### src/sfi_pkg.sv
// ----------------------------------------------------------------------------
// Star fractal iterator package
// Payload types, register indexes, vertex ROM and saturation helper.
// ----------------------------------------------------------------------------
`default_nettype none

package sfi_pkg;

	localparam int CFG_INDEX_W = 2;
	localparam int CFG_DATA_W  = 32;

	localparam logic [CFG_INDEX_W-1:0] REG_VERTEX_COUNT  = 2'd0;
	localparam logic [CFG_INDEX_W-1:0] REG_OUTPUT_WEIGHT = 2'd1;

	localparam logic [61:0] QCAP  = 62'h3FFF_FFFF_FFFF_FFFF;
	localparam logic [61:0] QCAP3 = 62'(QCAP / 3);

	typedef struct packed {
		logic [15:0] random_word;
	} draw_t;

	typedef struct packed {
		logic signed [31:0] out_x;
		logic signed [31:0] out_y;
		logic               saturated;
	} point_t;

	typedef struct packed {
		logic               ovf;
		logic signed [31:0] val;
	} clamp_t;

	localparam int ROM_DEPTH = 52;

	localparam logic signed [31:0] K_H    = 32'sd536870912;
	localparam logic signed [31:0] K_O    = 32'sd1073741824;
	localparam logic signed [31:0] K_S3   = 32'sd929887697;
	localparam logic signed [31:0] K_R2   = 32'sd759250125;
	localparam logic signed [31:0] K_C72  = 32'sd331804471;
	localparam logic signed [31:0] K_S72  = 32'sd1021189159;
	localparam logic signed [31:0] K_C36  = 32'sd868675383;
	localparam logic signed [31:0] K_S36  = 32'sd631129609;
	localparam logic signed [31:0] K_C7A  = 32'sd669467077;
	localparam logic signed [31:0] K_S7A  = 32'sd839485162;
	localparam logic signed [31:0] K_C7B  = 32'sd238930034;
	localparam logic signed [31:0] K_S7B  = 32'sd1046820875;
	localparam logic signed [31:0] K_C7C  = 32'sd967407956;
	localparam logic signed [31:0] K_S7C  = 32'sd465879117;
	localparam logic signed [31:0] K_C40  = 32'sd822533958;
	localparam logic signed [31:0] K_S40  = 32'sd690186940;
	localparam logic signed [31:0] K_C80  = 32'sd186453311;
	localparam logic signed [31:0] K_S80  = 32'sd1057429273;
	localparam logic signed [31:0] K_C160 = 32'sd1008987269;
	localparam logic signed [31:0] K_S160 = 32'sd367241333;
	localparam logic signed [31:0] K_Z    = 32'sd0;

	localparam logic signed [31:0] ROM_COS [ROM_DEPTH] = '{
		K_O, -K_H, -K_H,
		K_O, K_Z, -K_O, K_Z,
		K_O, K_C72, -K_C36, -K_C36, K_C72,
		K_O, K_H, -K_H, -K_O, -K_H, K_H,
		K_O, K_C7A, -K_C7B, -K_C7C, -K_C7C, -K_C7B, K_C7A,
		K_O, K_R2, K_Z, -K_R2, -K_O, -K_R2, K_Z, K_R2,
		K_O, K_C40, K_C80, -K_H, -K_C160, -K_C160, -K_H, K_C80, K_C40,
		K_O, K_C36, K_C72, -K_C72, -K_C36, -K_O, -K_C36, -K_C72, K_C72, K_C36
	};

	localparam logic signed [31:0] ROM_SIN [ROM_DEPTH] = '{
		K_Z, K_S3, -K_S3,
		K_Z, K_O, K_Z, -K_O,
		K_Z, K_S72, K_S36, -K_S36, -K_S72,
		K_Z, K_S3, K_S3, K_Z, -K_S3, -K_S3,
		K_Z, K_S7A, K_S7B, K_S7C, -K_S7C, -K_S7B, -K_S7A,
		K_Z, K_R2, K_O, K_R2, K_Z, -K_R2, -K_O, -K_R2,
		K_Z, K_S40, K_S80, K_S3, K_S160, -K_S160, -K_S3, -K_S80, -K_S40,
		K_Z, K_S36, K_S72, K_S72, K_S36, K_Z, -K_S36, -K_S72, -K_S72, -K_S36
	};

	function automatic logic [5:0] rom_base(input logic [3:0] m);
		logic [5:0] b;
		unique case (m)
			4'd4:    b = 6'd3;
			4'd5:    b = 6'd7;
			4'd6:    b = 6'd12;
			4'd7:    b = 6'd18;
			4'd8:    b = 6'd25;
			4'd9:    b = 6'd33;
			4'd10:   b = 6'd42;
			default: b = 6'd0;
		endcase
		return b;
	endfunction

	function automatic clamp_t clamp32(input logic signed [65:0] v);
		clamp_t c;
		if (v > 66'sh0_7FFF_FFFF) begin
			c.ovf = 1'b1;
			c.val = 32'sh7FFF_FFFF;
		end else if (v < -66'sh0_8000_0000) begin
			c.ovf = 1'b1;
			c.val = -32'sh8000_0000;
		end else begin
			c.ovf = 1'b0;
			c.val = v[31:0];
		end
		return c;
	endfunction

endpackage

`default_nettype wire

### src/sfi_divider.sv
// ----------------------------------------------------------------------------
// Bit-serial divider
// Restoring division of mag * 2^(2*FRAC_BITS) by den, one quotient bit per
// cycle, with an optional divide-by-three folded onto the quotient stream.
// ----------------------------------------------------------------------------
`default_nettype none

module sfi_divider #(
	parameter int FRAC_BITS = 24
) (
	input  wire         clk,
	input  wire         arst_n,
	input  wire         start,
	input  wire         third,
	input  wire  [31:0] mag,
	input  wire  [63:0] den,
	output logic        done,
	output logic [61:0] quo
);
	import sfi_pkg::*;

	localparam int N  = 32 + 2 * FRAC_BITS;
	localparam int CW = $clog2(N);

	logic          run_q, done_q, over_q, third_q;
	logic [CW-1:0] cnt_q;
	logic [31:0]   num_q;
	logic [63:0]   rem_q, den_q;
	logic [61:0]   q_q, q3_q;
	logic [1:0]    r3_q;

	logic [64:0] trial, diff;
	logic        ge, low;
	logic [2:0]  t3;
	logic        g3;

	always_comb begin
		trial = {rem_q, num_q[31]};
		ge    = trial >= {1'b0, den_q};
		diff  = ge ? (trial - {1'b0, den_q}) : trial;
		low   = cnt_q < CW'(62);
		t3    = {r3_q, ge};
		g3    = t3 >= 3'd3;
	end

	always_ff @(posedge clk or negedge arst_n) begin
		if (!arst_n) begin
			run_q  <= 1'b0;
			done_q <= 1'b0;
			cnt_q  <= '0;
		end else if (start) begin
			run_q  <= 1'b1;
			done_q <= 1'b0;
			cnt_q  <= CW'(N - 1);
		end else if (run_q) begin
			if (cnt_q == '0) begin
				run_q  <= 1'b0;
				done_q <= 1'b1;
			end else begin
				cnt_q <= cnt_q - 1'b1;
			end
		end
	end

	always_ff @(posedge clk) begin
		if (start) begin
			num_q   <= mag;
			rem_q   <= '0;
			den_q   <= den;
			q_q     <= '0;
			q3_q    <= '0;
			r3_q    <= '0;
			over_q  <= (den == '0);
			third_q <= third;
		end else if (run_q) begin
			num_q <= {num_q[30:0], 1'b0};
			rem_q <= diff[63:0];
			if (low) begin
				q_q  <= {q_q[60:0], ge};
				q3_q <= {q3_q[60:0], g3};
				r3_q <= g3 ? 2'(t3 - 3'd3) : t3[1:0];
			end else if (ge) begin
				over_q <= 1'b1;
			end
		end
	end

	assign done = done_q;
	assign quo  = over_q ? (third_q ? QCAP3 : QCAP) : (third_q ? q3_q : q_q);

endmodule

`default_nettype wire

### config.mk
export PLATFORM = sky130hd
export DESIGN_NAME = sfi_divider
export DESIGN_NICKNAME = d
export VERILOG_FILES = /design/src/sfi_pkg.sv /design/src/sfi_divider.sv
export SDC_FILE = /design/constraint.sdc
export NUM_CORES = 1
export LEC_CHECK = 0
export BUFFER_PORTS_ARGS = -buffer_cell sky130_fd_sc_hd__buf_2
export CAP_MARGIN = 15
export CORE_ASPECT_RATIO = 1.4
export CORE_MARGIN = 5
export CORE_UTILIZATION = 25
export DETAILED_ROUTE_END_ITERATION = 8
export REMOVE_ABC_BUFFERS = 1
export SLEW_MARGIN = 20
export SYNTH_ARGS = -nofsm -noshare
export SYNTH_HDL_FRONTEND = slang
export SYNTH_SLANG_ARGS = --single-unit
### constraint.sdc
create_clock -name clk -period 3.84 [get_ports clk]
set_input_delay 0.576 -clock clk [delete_from_list [all_inputs] [get_ports clk]]
set_output_delay 0.576 -clock clk [all_outputs]
set_load 0.01 [all_outputs]
==> impl_metrics.csv <==
group,metric,value,unit
status,status,"complete, no violations",
yosys,synth.avg_cell_area,8.36,um^2
yosys,synth-compound-area-share,0.198,
pwr,power_density,625,nW/um^2
yosys,synth_edf_count,98,
routing,route.detailed.drc,0,
sta,hold_viol,0,
critical_path,slowest_stage,"nor4b_1",
layout,area_growth,18.0,%
yosys,async_flop_share,0.0303,
routing,met2WireLength,24.1,mm
yosys,synth_mux_area_frac,0.0329,
layout,final_core_utilization,0.297,
critical_path,worstSetupEndpointType,"register",
pwr,irDropWorstVdd,331,uV
grt,grt_max_degree,83,
floorplan,die_w,225,um
critical_path,startpoint_type,"register",
floorplan,initial_core_util,0.252,
layout,nets,2211,
cts,cts_buffer_depth,3,
sta,tightest_slew,0.953,ns
yosys,synth_simple_gate_area_share,0.201,
cts,htreeDepth,2,
cts,clockRootBuffer,"clkbuf_16",
yosys,synth_common_cells,"nand2_1, a21oi_1, dfxtp_1, nor2_1, o21ai_0",
routing,antenna_left,0,
pwr,p_total,11.9,mW
yosys,yosys.cell_count.top_type,"nand2_1",
floorplan,die_y,311,um
routing,wl_met1,19.2,mm
critical_path,cpPeakStageDelay,0.50,ns
routing,topRoutingLayerUsed,"met5",
yosys,synth_seq_cells,297,
routing,postRouteWirelength,47.3,mm
yosys,synthAdderAreaFrac,0.0531,
routing,dr.pass1.iters,5,
hold_path,hp-class,"input pin to register",
sta,post-route-min-period,3.51,ns
critical_path,required,4.22,ns
critical_path,cp_common_cell,"o21ai_0",
cts,clkLatencyLatePin,0.56,ns
yosys,synth_top_family_by_area,"simple AND/OR/NAND/NOR gates",
sta,skew,0.0325,ns
floorplan,io_pins,163,
layout,num-fill-cells,6884,
yosys,ys_types,72,
placement,gp_congestion,0.897,
critical_path,critical_path_arrival,3.89,ns
sta,rsz0062_at_grt,"no",
yosys,synth_area_leaders,"dfxtp_1, edfxtp_1, nand2_1",
sta,slew_violations,0,
cts,clk_pin_slew,0.06,ns
grt,grt_usage,0.131,
job,maxCapViolCount,0,
yosys,yosysSeqAreaShare,0.431,
floorplan,core,64300,um^2
sta,min_period_over_period,0.915,
yosys,synth_xor_area_frac,0.0320,
layout,multiInputGateArea,8380,um^2
placement,hpwl,33.7,mm
yosys,yosys_warnings,0,
sta,fmax,0.285,GHz
critical_path,crit_chain,"inv_1, ha_1, and3_1, nor4b_1, buf_4, nand3_1, o31ai_1, o21ai_0, nand2_1, nor2_4, inv_2, buf_12, mux2i_1, o21ai_0",
routing,routed_via_density,4.77,
yosys,synth-main-ff-cell,"dfxtp_1",
critical_path,critPathMaxFanout,44,
grt,overflow,0,
layout,final_layout_size_suffix_gt1_frac,0.150,
yosys,postSynthCellCount,1934,
routing,wl_per_cell,16.2,um
yosys,synth.largest_area_cell,"dfxtp_1",
grt,grt_pass1_vias,13600,
routing,dr_total_vias,13900,
cts,cts_tree,"built",
sta,setup_viol,0,
pwr,p_leak,7.45,nW
placement,port_buffers,162,
grt,grt_pass1_wl,74.7,mm
cts,post_cts_buffers,0,
sta,slew_headroom,0.359,
floorplan,die_area,69900,um^2
floorplan,num_rows,110,
cts,cts.sinks,297,
cts,cts_buffers,36,
routing,met3RoutedLength,2.82,mm
layout,seqCellArea,6970,um^2
routing,drt-initial-drc-count,798,
grt,antenna_found_initial,10,
layout,design_area,19100,um^2
critical_path,crit_type,"register to register",
yosys,synth_top_area_share,0.235,
placement,dpl-instance-area,17900,um^2
yosys,netlist_area,16200,um^2
==> logic make-up after synthesis <==
kind of cell             Yosys count
adder cells (fa/ha/maj)           68
multiplexers                      49
flip-flops                       297
XOR/XNOR                          59
AND/OR/NAND/NOR                  735
AO/OA/AOI/OAI                    514
buffers and inverters            212
==> metrics by stage <==
| step | hold slack (ns) | std cells | setup WS (ns) | TNS [ns] |
|---|---|---|---|---|
| 6_report | 0.203 | 2912 | 0.328 | 0 |
| 4_1_cts | 0.168 | 2909 | 0.301 | 0 |
| 5_1_grt | 0.178 | 2909 | 0.142 | 0 |
| 2_1_floorplan | 0.280 | 1809 | -0.756 | -61.38 |
| 3_3_place_gp | 0.447 | 2844 | 0.353 | 0 |
| 3_5_place_dp | 0.443 | 2844 | 0.303 | 0 |
==> area by class of cell <==
cell class | instances | area share
Multi-Input combinational cell | 1425 | 0.439
Sequential cell | 297 | 0.365
Timing Repair Buffer | 196 | 0.0604
Tap cell | 840 | 0.0551
Clock buffer | 48 | 0.0534
Inverter | 87 | 0.0171
Clock inverter | 16 | 0.00905
Antenna cell | 3 | 0.000393
==> power by group <==
| part | total [mW] | leakage [nW] | internal, mW | switching (mW) |
|---|---|---|---|---|
| sequential | 3.91 | 2.62 | 3.63 | 0.273 |
| clock | 3.48 | 0.582 | 2.07 | 1.41 |
| combinational | 4.54 | 4.25 | 1.77 | 2.77 |
| total | 11.9 | 7.45 | 7.47 | 4.45 |
==> path summary, 6_finish.rpt <==
path	startpoint	to	slack, ns	depth (start not counted)
setup / recovery	den_q[39]$_DFFE_PP_	rem_q[14]$_SDFFE_PP0P_	0.33	14
hold / removal	third	third_q$_DFFE_PP_	0.20	1
setup reg to reg	den_q[39]$_DFFE_PP_	rem_q[14]$_SDFFE_PP0P_	0.33	14
hold reg to reg	q_q[32]$_SDFFE_PP0P_	q_q[33]$_SDFFE_PP0P_	0.46	2
max in group asynchronous	arst_n	run_q$_DFF_PN0_	3.20	2
min in group asynchronous	arst_n	done$_DFFE_PN0P_	0.44	2
==> cell usage in the layout (no fill, tap or decap), types with 11 or more instances in the layout <==
cell type  count
ha_1          67
o21bai_1      17
nor3_1        14
nand3_1       31
buf_2        161
dfxtp_1      190
nor2b_1       39
a311oi_1      31
nand4_1       27
nor4_1        21
nor2_1       118
a21oi_1      217
mux2_2        33
a211o_1       35
a31oi_1       11
inv_1         86
mux2i_1       16
nand2b_1      17
xor2_1        28
nand2_1      417
clkbuf_16     38
xnor2_1       31
buf_4         27
edfxtp_1      98
a21o_1        21
o21ai_0      104
==> state kept, by name (all words and copies together), names as in the netlist <==
| register | count |
|---|---|
| cnt_q | 7 |
| den_q | 64 |
| done | 1 |
| num_q | 32 |
| over_q | 1 |
| q3_q | 62 |
| q_q | 62 |
| r3_q | 2 |
| rem_q | 64 |
| run_q | 1 |
| third_q | 1 |
==> what timing repair did <==
| action | 4_1_cts | 5_1_grt |
|---|---|---|
| hold buffers | 1 | 0 |
| endpoints found under the hold margin | 9 | 0 |
| endpoints found under the setup margin | 0 | 1 |
| resized for setup | 0 | 1 |
==> layer usage <==
| layer | GRT usage | vias up |
|---|---|---|
| li1 | - | 6977 |
| met1 | 0.154 | 6569 |
| met2 | 0.234 | 265 |
| met3 | 0.0361 | 82 |
| met4 | 0.0336 | 10 |
| met5 | 0 | - |
==> worst max-delay path: cells and delay by family (launching register included) <==
family	cells	cell delay, ns
flops	1	0.41
simple gates	5	1.16
compound gates	3	0.41
buf+inv	4	0.69
mux	1	0.25
fa+ha+maj	1	0.40
Note: power is estimated with default switching activity, not from simulation.
